## config.mk

```make
export PLATFORM = sky130hd
export DESIGN_NAME = first_fit_heap_allocator_top
export DESIGN_NICKNAME = d
export VERILOG_FILES = /design/src/rtl/ffha_pkg.sv /design/src/rtl/first_fit_heap_allocator_top.sv /design/src/rtl/ffha_ram.sv /design/src/rtl/ffha_unit.sv
export VERILOG_INCLUDE_DIRS = /design/src /design/src/rtl
export SDC_FILE = /design/constraint.sdc
export NUM_CORES = 2
export LEC_CHECK = 0
export CAP_MARGIN = 20
export CORE_ASPECT_RATIO = 1.75
export CORE_MARGIN = 5
export CORE_UTILIZATION = 45
export CTS_BUF_LIST = sky130_fd_sc_hd__clkbuf_4
export DETAILED_ROUTE_END_ITERATION = 8
export DONT_BUFFER_PORTS = 1
export PLACE_DENSITY_LB_ADDON = 0.1
export SYNTH_ARGS = -nofsm -noshare
export SYNTH_HDL_FRONTEND = slang
export SYNTH_SLANG_ARGS = --single-unit
```

## constraint.sdc

```tcl
create_clock -name clk_i -period 6.4 [get_ports clk_i]
set_input_delay 0.32 -clock clk_i [delete_from_list [all_inputs] [get_ports clk_i]]
set_output_delay 0.32 -clock clk_i [all_outputs]
set_load 0.02 [all_outputs]
```

## src/rtl/first_fit_heap_allocator_top_assert.svh

```systemverilog
// ----------------------------------------------------------------------------
// First-fit heap allocator assertion macros
// Concurrent checks on the rising clock edge, switched off in synthesis.
// ----------------------------------------------------------------------------
`ifndef FIRST_FIT_HEAP_ALLOCATOR_TOP_ASSERT_SVH
`define FIRST_FIT_HEAP_ALLOCATOR_TOP_ASSERT_SVH
`ifndef SYNTH
// Same-cycle implication, quiet while reset is applied.
`define FFHA_ASSERT_NOW(lbl, ante, cons, msg) \
  lbl: assert property (@(posedge clk_i) disable iff (!rst_ni) (ante) |-> (cons)) \
    else $error(msg);
// Next-cycle implication, quiet while reset is applied.
`define FFHA_ASSERT_NEXT(lbl, ante, cons, msg) \
  lbl: assert property (@(posedge clk_i) disable iff (!rst_ni) (ante) |=> (cons)) \
    else $error(msg);
`else
`define FFHA_ASSERT_NOW(lbl, ante, cons, msg)
`define FFHA_ASSERT_NEXT(lbl, ante, cons, msg)
`endif
`endif

```

## src/rtl/ffha_pkg.sv

```systemverilog
`timescale 1ns / 1ps
// ----------------------------------------------------------------------------
// ffha_pkg
// Shared types and constants of the first-fit heap allocator.
// ----------------------------------------------------------------------------
package ffha_pkg;

  localparam int ADDR_W   = 10;
  localparam int SIZE_W   = 10;
  localparam int STATUS_W = 3;

  localparam int HEAP_BYTES_DEF   = 1024;
  localparam int HEADER_BYTES_DEF = 24;
  localparam int MAX_BLOCKS_DEF   = 64;

  localparam logic KIND_ALLOC = 1'b0;
  localparam logic KIND_FREE  = 1'b1;

  typedef enum logic [STATUS_W-1:0] {
    ST_ALLOC   = 3'd0,
    ST_NOSPACE = 3'd1,
    ST_FREED   = 3'd2,
    ST_NULL    = 3'd3,
    ST_BADADDR = 3'd4
  } status_e;

  typedef enum logic [2:0] {
    S_INIT,
    S_IDLE,
    S_SCAN,
    S_SHUP,
    S_WRNEW,
    S_FNEXT,
    S_SHDN
  } state_e;

  // Compare results of the block unit for the entry being looked at.
  typedef struct packed {
    logic fit;  // free and long enough for the request
    logic big;  // long enough to be split
    logic hit;  // payload start equals the address to free
  } ffha_flags_t;

endpackage

```

## src/rtl/first_fit_heap_allocator_top.sv

```systemverilog
`timescale 1ns / 1ps
`include "first_fit_heap_allocator_top_assert.svh"
// ----------------------------------------------------------------------------
// first_fit_heap_allocator_top
// First-fit allocator over a fixed heap, kept as an address-ordered block
// table in a single RAM and worked by a small sequencer.
// ----------------------------------------------------------------------------
// A request beat is taken when start is high and busy is low; its result
// appears on result_addr_o and status_o, marked by done_o for a single
// cycle, and cannot be held off. The block table RAM moves one entry per
// cycle: a request scans the entries in order until one matches, a split
// then opens a slot by moving the later entries up and writes the new
// entry, and a free of any block but the last looks at its neighbour and,
// when it merges with a free one, closes the slot by moving any later
// entries down; a request that matches nothing scans all count entries.
// The result beat is registered from the last working state. A null free
// answers in the cycle after it is taken. After reset the block writes the
// initial table entry in its S_INIT state while busy is high.
// ----------------------------------------------------------------------------
module first_fit_heap_allocator_top
  import ffha_pkg::*;
#(
  parameter int HeapBytes   = HEAP_BYTES_DEF,
  parameter int HeaderBytes = HEADER_BYTES_DEF,
  parameter int MaxBlocks   = MAX_BLOCKS_DEF
) (
  input  logic                clk_i,
  input  logic                rst_ni,
  input  logic                start,
  output logic                busy,
  input  logic                kind_i,
  input  logic [SIZE_W-1:0]   req_size_i,
  input  logic [ADDR_W-1:0]   payload_addr_i,
  output logic                done_o,
  output logic [ADDR_W-1:0]   result_addr_o,
  output logic [STATUS_W-1:0] status_o
);

  localparam int AW = $clog2(HeapBytes + 1);
  localparam int IW = $clog2(MaxBlocks);
  localparam int CW = $clog2(MaxBlocks + 1);
  localparam int EW = 2 * AW + 1;

  state_e state_q, state_d;
  logic [IW-1:0]     idx_q, idx_d;
  logic [IW-1:0]     k_q, k_d;
  logic [CW-1:0]     count_q, count_d;
  logic              done_q, done_d;
  logic              kind_q, kind_d;
  logic [SIZE_W-1:0] size_q, size_d;
  logic [ADDR_W-1:0] paddr_q, paddr_d;
  logic [AW-1:0]     nstart_q, nstart_d;
  logic [AW-1:0]     nlen_q, nlen_d;
  logic [AW-1:0]     cstart_q, cstart_d;
  logic [AW-1:0]     clen_q, clen_d;
  logic [ADDR_W-1:0] raddr_q, raddr_d;
  status_e           status_q, status_d;

  logic          ram_we;
  logic [IW-1:0] ram_wa;
  logic [EW-1:0] ram_wd;
  logic [IW-1:0] ram_ra;
  logic [EW-1:0] ram_rd;

  logic [AW-1:0]     e_start;
  logic [AW-1:0]     e_len;
  logic              e_used;
  ffha_flags_t       flags;
  logic [ADDR_W-1:0] grant_addr;
  logic [AW-1:0]     split_start;
  logic [AW-1:0]     split_len;
  logic [AW-1:0]     merge_len;

  logic accept;
  logic null_free;
  logic alloc_hit;
  logic free_hit;
  logic split_go;
  logic last_scan;
  logic shup_last;
  logic merge_last;
  logic shdn_last;

  assign e_start = ram_rd[EW-1 -: AW];
  assign e_len   = ram_rd[AW:1];
  assign e_used  = ram_rd[0];

  ffha_ram #(
    .Width (EW),
    .Depth (MaxBlocks)
  ) u_table (
    .clk_i   (clk_i),
    .we_i    (ram_we),
    .waddr_i (ram_wa),
    .wdata_i (ram_wd),
    .raddr_i (ram_ra),
    .rdata_o (ram_rd)
  );

  ffha_unit #(
    .AddrW       (AW),
    .HeaderBytes (HeaderBytes)
  ) u_unit (
    .start_i       (e_start),
    .len_i         (e_len),
    .used_i        (e_used),
    .size_i        (size_q),
    .paddr_i       (paddr_q),
    .acc_len_i     (clen_q),
    .flags_o       (flags),
    .grant_addr_o  (grant_addr),
    .split_start_o (split_start),
    .split_len_o   (split_len),
    .merge_len_o   (merge_len)
  );

  assign busy       = state_q != S_IDLE;
  assign accept     = start && !busy;
  assign null_free  = (kind_i == KIND_FREE) && (payload_addr_i == '0);
  assign alloc_hit  = (kind_q == KIND_ALLOC) && flags.fit;
  assign free_hit   = (kind_q == KIND_FREE) && flags.hit;
  assign split_go   = flags.big && (count_q != CW'(MaxBlocks));
  assign last_scan  = (CW'(idx_q) + CW'(1)) == count_q;
  assign shup_last  = k_q == (idx_q + IW'(2));
  assign merge_last = (CW'(idx_q) + CW'(2)) == count_q;
  assign shdn_last  = (CW'(k_q) + CW'(2)) == count_q;

  // Next state.
  always_comb begin
    state_d = state_q;
    case (state_q)
      S_INIT: begin
        state_d = S_IDLE;
      end
      S_IDLE: begin
        if (accept && !null_free) begin
          state_d = S_SCAN;
        end
      end
      S_SCAN: begin
        if (alloc_hit) begin
          if (!split_go) begin
            state_d = S_IDLE;
          end else if (last_scan) begin
            state_d = S_WRNEW;
          end else begin
            state_d = S_SHUP;
          end
        end else if (free_hit) begin
          state_d = last_scan ? S_IDLE : S_FNEXT;
        end else if (last_scan) begin
          state_d = S_IDLE;
        end
      end
      S_SHUP: begin
        if (shup_last) begin
          state_d = S_WRNEW;
        end
      end
      S_WRNEW: begin
        state_d = S_IDLE;
      end
      S_FNEXT: begin
        state_d = (!e_used && !merge_last) ? S_SHDN : S_IDLE;
      end
      S_SHDN: begin
        if (shdn_last) begin
          state_d = S_IDLE;
        end
      end
      default: begin
        state_d = S_INIT;
      end
    endcase
  end

  // Table access, counters and result.
  always_comb begin
    ram_we   = 1'b0;
    ram_wa   = idx_q;
    ram_wd   = '0;
    ram_ra   = idx_q + IW'(1);
    idx_d    = idx_q;
    k_d      = k_q;
    count_d  = count_q;
    done_d   = 1'b0;
    kind_d   = kind_q;
    size_d   = size_q;
    paddr_d  = paddr_q;
    nstart_d = nstart_q;
    nlen_d   = nlen_q;
    cstart_d = cstart_q;
    clen_d   = clen_q;
    raddr_d  = raddr_q;
    status_d = status_q;
    case (state_q)
      S_INIT: begin
        ram_we = 1'b1;
        ram_wa = '0;
        ram_wd = {AW'(0), AW'(HeapBytes - HeaderBytes), 1'b0};
        ram_ra = '0;
      end
      S_IDLE: begin
        ram_ra = '0;
        if (accept) begin
          kind_d  = kind_i;
          size_d  = req_size_i;
          paddr_d = payload_addr_i;
          idx_d   = '0;
          if (null_free) begin
            done_d   = 1'b1;
            raddr_d  = '0;
            status_d = ST_NULL;
          end
        end
      end
      S_SCAN: begin
        if (alloc_hit) begin
          raddr_d  = grant_addr;
          status_d = ST_ALLOC;
          ram_we   = 1'b1;
          ram_wd   = {e_start, (split_go ? AW'(size_q) : e_len), 1'b1};
          if (split_go) begin
            nstart_d = split_start;
            nlen_d   = split_len;
            k_d      = IW'(count_q);
            // Fetch the top entry so that the slot opening can start at once.
            ram_ra   = IW'(count_q - CW'(1));
          end else begin
            done_d = 1'b1;
          end
        end else if (free_hit) begin
          raddr_d  = '0;
          status_d = ST_FREED;
          ram_we   = 1'b1;
          ram_wd   = {e_start, e_len, 1'b0};
          cstart_d = e_start;
          clen_d   = e_len;
          if (last_scan) begin
            done_d = 1'b1;
          end
        end else if (last_scan) begin
          done_d   = 1'b1;
          raddr_d  = '0;
          status_d = (kind_q == KIND_ALLOC) ? ST_NOSPACE : ST_BADADDR;
        end else begin
          idx_d = idx_q + IW'(1);
        end
      end
      S_SHUP: begin
        ram_we = 1'b1;
        ram_wa = k_q;
        ram_wd = ram_rd;
        ram_ra = k_q - IW'(2);
        if (!shup_last) begin
          k_d = k_q - IW'(1);
        end
      end
      S_WRNEW: begin
        ram_we  = 1'b1;
        ram_wa  = idx_q + IW'(1);
        ram_wd  = {nstart_q, nlen_q, 1'b0};
        count_d = count_q + CW'(1);
        done_d  = 1'b1;
      end
      S_FNEXT: begin
        // The read data now holds the entry after the freed one.
        if (!e_used) begin
          ram_we = 1'b1;
          ram_wd = {cstart_q, merge_len, 1'b0};
          ram_ra = idx_q + IW'(2);
          k_d    = idx_q + IW'(1);
          if (merge_last) begin
            count_d = count_q - CW'(1);
            done_d  = 1'b1;
          end
        end else begin
          done_d = 1'b1;
        end
      end
      S_SHDN: begin
        ram_we = 1'b1;
        ram_wa = k_q;
        ram_wd = ram_rd;
        ram_ra = k_q + IW'(2);
        if (shdn_last) begin
          count_d = count_q - CW'(1);
          done_d  = 1'b1;
        end else begin
          k_d = k_q + IW'(1);
        end
      end
      default: begin
        ram_ra = '0;
      end
    endcase
  end

  always_ff @(posedge clk_i or negedge rst_ni) begin
    if (!rst_ni) begin
      state_q <= S_INIT;
      idx_q   <= '0;
      k_q     <= '0;
      count_q <= CW'(1);
      done_q  <= 1'b0;
    end else begin
      state_q <= state_d;
      idx_q   <= idx_d;
      k_q     <= k_d;
      count_q <= count_d;
      done_q  <= done_d;
    end
  end

  always_ff @(posedge clk_i) begin
    kind_q   <= kind_d;
    size_q   <= size_d;
    paddr_q  <= paddr_d;
    nstart_q <= nstart_d;
    nlen_q   <= nlen_d;
    cstart_q <= cstart_d;
    clen_q   <= clen_d;
    raddr_q  <= raddr_d;
    status_q <= status_d;
  end

  assign done_o        = done_q;
  assign result_addr_o = raddr_q;
  assign status_o      = status_q;

  `FFHA_ASSERT_NOW(a_count_range, 1'b1, (count_q != '0) && (count_q <= CW'(MaxBlocks)), "block count out of range")
  `FFHA_ASSERT_NOW(a_done_idle, done_q, state_q == S_IDLE, "result beat while the sequencer is still working")
  `FFHA_ASSERT_NEXT(a_accept_busy, accept && !null_free, busy, "request beat taken without going busy")
  `FFHA_ASSERT_NOW(a_scan_bound, state_q == S_SCAN, CW'(idx_q) < count_q, "scan index past the last block")

endmodule

```

## src/rtl/ffha_ram.sv

```systemverilog
`timescale 1ns / 1ps
// ----------------------------------------------------------------------------
// ffha_ram
// Generic single-write, single-read RAM with registered read data.
// ----------------------------------------------------------------------------
module ffha_ram #(
  parameter int Width = 8,
  parameter int Depth = 16
) (
  input  logic                     clk_i,
  input  logic                     we_i,
  input  logic [$clog2(Depth)-1:0] waddr_i,
  input  logic [Width-1:0]         wdata_i,
  input  logic [$clog2(Depth)-1:0] raddr_i,
  output logic [Width-1:0]         rdata_o
);

  logic [Width-1:0] mem [Depth];
  logic [Width-1:0] rdata_q;

  always_ff @(posedge clk_i) begin
    if (we_i) begin
      mem[waddr_i] <= wdata_i;
    end
    rdata_q <= mem[raddr_i];
  end

  assign rdata_o = rdata_q;

endmodule

```

## src/rtl/ffha_unit.sv

```systemverilog
`timescale 1ns / 1ps
// ----------------------------------------------------------------------------
// ffha_unit
// Shared add and compare unit applied to one block table entry per cycle.
// ----------------------------------------------------------------------------
module ffha_unit
  import ffha_pkg::*;
#(
  parameter int AddrW       = 11,
  parameter int HeaderBytes = HEADER_BYTES_DEF
) (
  input  logic [AddrW-1:0]  start_i,
  input  logic [AddrW-1:0]  len_i,
  input  logic              used_i,
  input  logic [SIZE_W-1:0] size_i,
  input  logic [ADDR_W-1:0] paddr_i,
  input  logic [AddrW-1:0]  acc_len_i,
  output ffha_flags_t       flags_o,
  output logic [ADDR_W-1:0] grant_addr_o,
  output logic [AddrW-1:0]  split_start_o,
  output logic [AddrW-1:0]  split_len_o,
  output logic [AddrW-1:0]  merge_len_o
);

  localparam int CalcW = ((AddrW > SIZE_W) ? AddrW : SIZE_W) + 1;

  logic [CalcW-1:0] hdr;
  logic [CalcW-1:0] len_x;
  logic [CalcW-1:0] size_x;
  logic [CalcW-1:0] need;
  logic [CalcW-1:0] pay;

  assign hdr    = CalcW'(HeaderBytes);
  assign len_x  = CalcW'(len_i);
  assign size_x = CalcW'(size_i);
  assign need   = size_x + hdr;
  assign pay    = CalcW'(start_i) + hdr;

  assign flags_o.fit = !used_i && (len_x >= size_x);
  assign flags_o.big = len_x > need;
  assign flags_o.hit = pay == CalcW'(paddr_i);

  assign grant_addr_o  = pay[ADDR_W-1:0];
  assign split_start_o = AddrW'(pay + size_x);
  assign split_len_o   = AddrW'(len_x - need);
  assign merge_len_o   = AddrW'(CalcW'(acc_len_i) + hdr + len_x);

endmodule
```

Word-level counts from Yosys, hierarchy flattened
Memory sizes are Yosys's and may differ from the RTL's. A register that Yosys moved wholly into a read port is not among the register bits.
Index checks and enable logic that the tools add are counted.

word-level totals
  flip-flop bits (word level) = 101
  memory bits (writable) = 1472
  input port bits = 24
  output and inout bits = 15
  memories = 1

cells by class
  $add $sub $neg = 17
  $lt $le $gt $ge = 2
  equal/unequal tests = 28
  muxes and demuxes = 64
  bitwise operators = 2
  reduce and logical (&&, ||, !) cells = 28

memory list
  name         depth  bits a word  read ports  clocked after memory_dff  write ports  RTL line        text
  u_table.mem  64     23           1           1                         1            ffha_ram.sv:18  logic [Width-1:0] mem [Depth];

operator list
  operator               number
  $pmux 23 s5            1
  $mux 6                 12
  $mux 23                3
  $mux 10                5
  $mux 3                 16
  $pmux 6 s5             1
  $ne 2x2->1 const B     14
  $pmux 6 s4             1
  $eq 7x7->1             3
  $mux 7                 3
  $pmux 7 s3             1
  $pmux 10 s2            1
  $pmux 3 s6             1
  $pmux 6 s3             1
  $add 6x2->7 const B    2
  $mux 1                 13
  $add 11x5->12 const B  1
  $add 6x1->6 const B    2
  $add 6x2->6 const B    2
  $eq 12x10->1           1
  $gt 11x12->1           1
  $pmux 6 s2             1
  $reduce_and 4->1       3
  $add 10x5->11 const B  1
  other kinds (35)       51

Logic depth before layout (Yosys ltp)
  depth in word-level cells = 8
  mapped depth = 20

Modules after synthesis
A second synthesis with hierarchy kept.

unflattened totals
  cells, all modules = 3312
  area, all modules = 65046.1 µm²

modules (own cells, without submodules)
  module                        instances  cells each  area each (µm²)  sequential area each (µm²)
  ffha_ram                      1          2446        56729.4          44662.8
  first_fit_heap_allocator_top  1          568         6119.6           2919.0
  ffha_unit                     1          298         2197.1           0.0

Worst setup path before layout
No wires, ideal clock.

  path kind = register -> register
  start = register size_q[3]
  end = memory u_table.mem[0][5] (netlist bit) (data pin)
  library setup time = 702 ps
  data arrival time = 5349 ps
  data required time = 5698 ps
  setup slack = 350 ps
  stages on the path, launching flop included = 15
  path buffers = 1
  period minus slack after synthesis = 6050 ps
  path through = edfxtp_1 inv_1 ha_1 nor3_1 xnor2_1 ha_1 and3_4 and3_4 a221oi_4 a21oi_4 o21ai_0 nand2b_1 clkbuf_1 a21oi_1 o21ai_0

between the ends
  cells in the longest elaborated chain, start to end = 6
  elaborated cells on any way between the ends = 9
  classes of those cells = add/sub: 1; order compare: 2; mux: 3; reduce/logical: 3

ends and longest elaborated chain
  element                 RTL line                             text
  from (decl)             first_fit_heap_allocator_top.sv:50   logic [SIZE_W-1:0] size_q, size_d;
  from (signal assigned)  first_fit_heap_allocator_top.sv:317  size_q <= size_d;
  $add 10x5->11           ffha_unit.sv:36                      assign need = size_x + hdr;
  $gt 11x12->1            ffha_unit.sv:40                      assign flags_o.big = len_x > need;
  $logic_and 1x1->1       first_fit_heap_allocator_top.sv:122  assign split_go = flags.big && (count_q != CW'(MaxBlocks));
  $mux 11                 first_fit_heap_allocator_top.sv:222  ram_wd = {e_start, (split_go ? AW'(size_q) : e_len), 1'b1};
  $mux 23 *               first_fit_heap_allocator_top.sv:218  if (alloc_hit) begin
  $pmux 23 s5 *           first_fit_heap_allocator_top.sv:196  case (state_q)
  named net ram_wd[5]     first_fit_heap_allocator_top.sv:61   logic [EW-1:0] ram_wd;
  to (decl)               ffha_ram.sv:18

Mark *: on every way through the listed nets, which the timed path passes. The rest lies on a longest branch.

Final worst setup path
  start = register size_q[3]
  end = register u_table.rdata_q[9], in the netlist u_table.rdata_o[9] (read register of u_table.mem)

between the ends
  cells in the longest elaborated chain, start to end = 6
  elaborated cells on any way between the ends = 9
  classes of those cells = add/sub: 1; order compare: 2; mux: 3; reduce/logical: 3

ends and longest elaborated chain
  element            RTL line                             text
  $add 10x5->11      ffha_unit.sv:36
  $gt 11x12->1       ffha_unit.sv:40
  $logic_and 1x1->1  first_fit_heap_allocator_top.sv:122
  $mux 6             first_fit_heap_allocator_top.sv:223  if (split_go) begin
  $mux 6 *           first_fit_heap_allocator_top.sv:218
  $pmux 6 s5 *       first_fit_heap_allocator_top.sv:196
  to (decl)          ffha_ram.sv:19                       logic [Width-1:0] rdata_q;

Every way passes the cells marked *; elsewhere a longest branch is shown, timed or not.
A chain may end at the register's enable or synchronous reset.

==> parameters.txt <==
Parameter                              Value

Outcome
  Run status    completed

Synth
  Number of distinct library cells after synthesis    93
  Most common flop cell mapped by yosys    sky130_fd_sc_hd__edfxtp_1
  Cell area after synthesis    66,100 um^2
  Sequential element share of the synthesized area    71.9%
  Leading post-synthesis cells by cell area    sky130_fd_sc_hd__edfxtp_1 (70%), sky130_fd_sc_hd__nand2_1 (5.4%), sky130_fd_sc_hd__mux2i_1 (4.0%)
  Synth warnings    0
  Mean post-synth cell area    13.9 um^2
  Most area-hungry cell type in the Yosys netlist    sky130_fd_sc_hd__edfxtp_1
  Instance count of the mapped netlist    4,759
  Post-synthesis net count    4,847
  Synth top area share    70.4%
  Post-synthesis register bit count    1,596
  Number of enable flip-flop cells after synthesis    1,550
  Share of synthesized registers carrying an async set or reset    1.44%

Timing
  Slack of the critical path    152 ps
  Period utilization    97.6%
  Largest clock skew in the final design    83.6 ps
  Worst Hold Slack    252 ps
  Final period demand of the worst path    6250 ps
  RSZ-0062 raised after global routing    false
  Tightest Pin Transition    1190 ps
  Maximum clock frequency    160 MHz
  Pins Over Slew Limit    0
  Final Hold Fails    0
  Normalized max-slew margin    20.8%
  Final setup violation count    0

Final layout
  Fill cells    12,500
  Reg area    47,600 um^2
  Layout overhead on the synthesized area    14.1%
  Most common cell after layout, fill and taps aside    sky130_fd_sc_hd__edfxtp_1
  Final design utilization    51.6%
  Final #Nets    5,257
  Share of cells above drive strength 1    19.0%
  Non-filler instance count after layout    7,346
  Most used cells in the layout excluding fill and tap cells    sky130_fd_sc_hd__edfxtp_1 (1,550), sky130_fd_sc_hd__nand2_1 (941), sky130_fd_sc_hd__clkbuf_4 (574), sky130_fd_sc_hd__nand3_1 (392), sky130_fd_sc_hd__mux2i_1 (262)
  Footprint of the multi-input gates    17,300 um^2

Global routing
  Via count of the first global-routing pass    43,200
  Maximum number of pins on one net before global-route repair    144
  Aggregate global-route resource usage    26.6%
  Grt total ovfl    0
  Wire length of the first global-routing pass    300 mm
  Antenna violations before repair    16

Routing
  Number of violations reported at the end of detailed-routing iteration 0    3,392
  Number of routed nets with antenna violations    0
  Routed WL per cell    28.6 um
  Total via count in the routed design    42,800
  Via density    5.82
  First-pass iteration count of the detailed router    8
  Drc violations    0
  DRT Wirelength    210 mm

Clock tree
  Post-CTS setup repair buffer count    0
  Clock tree from TritonCTS    built
  Clock-pin slew of the registers on the worst-case setup and hold paths    70 ps
  Clock latency on the worst-skew pair    1270 ps
  H-Tree Level Count    5
  Worst-case clock buffer depth    4
  CTS Root Buffer Type    sky130_fd_sc_hd__clkbuf_4
  Number of buffers created by CTS    381
  Number of sinks driven by the clock tree    1,596

Critical path
  Beginning of the worst register-to-register path    size_q[3]
  Setup crit start kind    register
  Largest fanout of any net on the critical path    14
  Endpoint of the worst-slack reg-to-reg timing path    u_table.rdata_o[9]
  Data arrival at the endpoint of the critical path    7330 ps
  Critical setup path kind    register to register
  Crit end category    register
  Reg2reg path depth    17
  Reg2Reg Setup Slack    150 ps
  Crit path required time    7480 ps

Min path
  Worst hold path depth    2
  Min-delay worst type    primary input to register
  Min-Delay Startpoint    req_size_i[2]
  Hold EP    size_q[2]

Placed design
  Post-DP HPWL    127 mm
  Pre-CTS WS    -42.6 ps
  Final GP Congestion    0.901
  Placed cell count    6,618
  Count of buffers inserted at the top-level ports    0

Floorplan
  Height of the die    517 um
  Die width    300 um
  Core Rows    186
  Total I/O pin count    39
  Die Area    155,000 um^2
  Starting Density    45.2%
  Std-Cell Core Area    146,000 um^2

Power and ir drop
  Peak supply drop    0.000820 V
  Power density over the cells    507 nW/um^2
  Standby leakage power    26.4 nW

Run
  Max cap viols    0
sequential cells by signal, summed over array words and instances (netlist names), 7 cells and up:
register         count
u_table.rdata_o     23
size_q              10
cstart_q            11
nstart_q            11
result_addr_o       10
nlen_q              11
count_q              7
paddr_q             10
clen_q              11
u_table.mem       1472
logic make-up after synthesis:
| family | Yosys count | share of synthesized area [%] |
|---|---|---|
| compound gates | 639 | 7.26 |
| mux | 267 | 4.07 |
| flops | 1596 | 71.9 |
| buf+inv | 373 | 2.50 |
| simple gates | 1719 | 11.6 |
| fa+ha+maj | 64 | 1.27 |
| xor+xnor | 101 | 1.34 |
Yosys cell counts, types with 5 or more instances:
cell type                   count
sky130_fd_sc_hd__nand4_2        6
sky130_fd_sc_hd__xnor2_1       61
sky130_fd_sc_hd__clkbuf_1     136
sky130_fd_sc_hd__dfxtp_1       23
sky130_fd_sc_hd__o21bai_1      11
sky130_fd_sc_hd__and2_1         5
sky130_fd_sc_hd__a22oi_1       25
sky130_fd_sc_hd__o21ai_0       41
sky130_fd_sc_hd__a31oi_1       34
sky130_fd_sc_hd__nor2b_1        9
sky130_fd_sc_hd__buf_4         12
sky130_fd_sc_hd__a211oi_1     162
sky130_fd_sc_hd__xor2_1        40
sky130_fd_sc_hd__edfxtp_1    1550
sky130_fd_sc_hd__nor3_1        16
sky130_fd_sc_hd__a2111oi_0     32
sky130_fd_sc_hd__nand2b_1      10
sky130_fd_sc_hd__buf_2         96
sky130_fd_sc_hd__nor2_1       131
sky130_fd_sc_hd__inv_1         78
sky130_fd_sc_hd__a221oi_1      27
sky130_fd_sc_hd__o22a_1        19
sky130_fd_sc_hd__a211oi_2      20
sky130_fd_sc_hd__mux2i_1      262
sky130_fd_sc_hd__a222oi_1      13
sky130_fd_sc_hd__dfrtp_1       22
sky130_fd_sc_hd__and3_1       100
sky130_fd_sc_hd__buf_1         38
sky130_fd_sc_hd__fa_1           5
sky130_fd_sc_hd__o22ai_1       15
sky130_fd_sc_hd__ha_1          59
sky130_fd_sc_hd__or4_1         23
sky130_fd_sc_hd__a21oi_1      121
sky130_fd_sc_hd__nor4_1         9
sky130_fd_sc_hd__nand2_1      943
sky130_fd_sc_hd__nand3_1      394
sky130_fd_sc_hd__a22o_1        11
sky130_fd_sc_hd__a2111oi_2      7
sky130_fd_sc_hd__a221o_1        6
sky130_fd_sc_hd__a21o_1        10
sky130_fd_sc_hd__nand3b_1      21
sky130_fd_sc_hd__buf_6         12
sky130_fd_sc_hd__o221ai_1      24
sky130_fd_sc_hd__nand4_1       36
worst max-delay path, stage by stage (launching register included):
cell and delay (ps):
sky130_fd_sc_hd__edfxtp_1 420, sky130_fd_sc_hd__inv_1 100, sky130_fd_sc_hd__ha_1 250, sky130_fd_sc_hd__nor3_1 190
sky130_fd_sc_hd__xnor2_1 150, sky130_fd_sc_hd__ha_1 290, sky130_fd_sc_hd__and3_4 170, sky130_fd_sc_hd__and3_4 190
sky130_fd_sc_hd__a41o_1 270, sky130_fd_sc_hd__a21oi_4 410, sky130_fd_sc_hd__nand2_2 270, sky130_fd_sc_hd__o311a_1 620
sky130_fd_sc_hd__nand4_2 550, sky130_fd_sc_hd__a21oi_1 100, sky130_fd_sc_hd__a2111oi_2 590, sky130_fd_sc_hd__buf_4 200
sky130_fd_sc_hd__nand4_1 560, sky130_fd_sc_hd__or4_1 700
routing by layer:
metal,vias to the layer above,global-route usage (%),share of wire [%]
met5,-,0,0.017
met4,4,13.6,5.7
met3,402,4.52,5.7
met2,1528,46.8,51
met1,21800,31.6,38
li1,19000,-,-
worst max-delay path by stage:
stage | startpoint | endpoint | slack, ps | depth (start not counted)
2_1_floorplan | size_q[3] | u_table.mem[0][5] | 350 | 14
3_3_place_gp | size_q[3] | u_table.rdata_o[9] | -100 | 17
3_5_place_dp | size_q[3] | u_table.rdata_o[9] | -40 | 17
4_1_cts | size_q[3] | u_table.rdata_o[1] | 20 | 20
5_1_grt | size_q[3] | u_table.rdata_o[9] | 40 | 17
6_report | size_q[3] | u_table.rdata_o[9] | 150 | 17
final cells by class:
cell class                      count  share of cell area (%)
Inverter                           78                   0.388
Tap cell                         1880                    3.12
Multi-Input combinational cell   2790                    22.9
Sequential cell                  1596                    63.0
Clock inverter                     90                   0.589
Timing Repair Buffer              322                    4.20
Antenna cell                       16                  0.0531
Clock buffer                      574                    5.71
what timing repair did:
item | in CTS | in global routing
gates resized for setup | 1 | 4
setup endpoints to repair | 1 | 3
hold buffers | 48 | 0
hold endpoints to repair | 88 | 0
power by group:
group	leakage, nW	switching (mW)	internal [mW]
clock network	2.84	3.97	4.20
logic	8.88	11.2	4.49
registers	14.7	0.507	13.9
stage by stage:
| step | area, um^2 | setup TNS (ps) | power, mW |
|---|---|---|---|
| floorplan | 66100 | 0 | 23.3 |
| global placement | 70100 | -101 | 30.0 |
| detailed placement | 70200 | -42.6 | 30.2 |
| CTS | 75400 | 0 | 38.4 |
| global route | 75500 | 0 | 39.9 |
| finish | 75500 | 0 | 38.2 |
(Power assumes the default switching activity.)
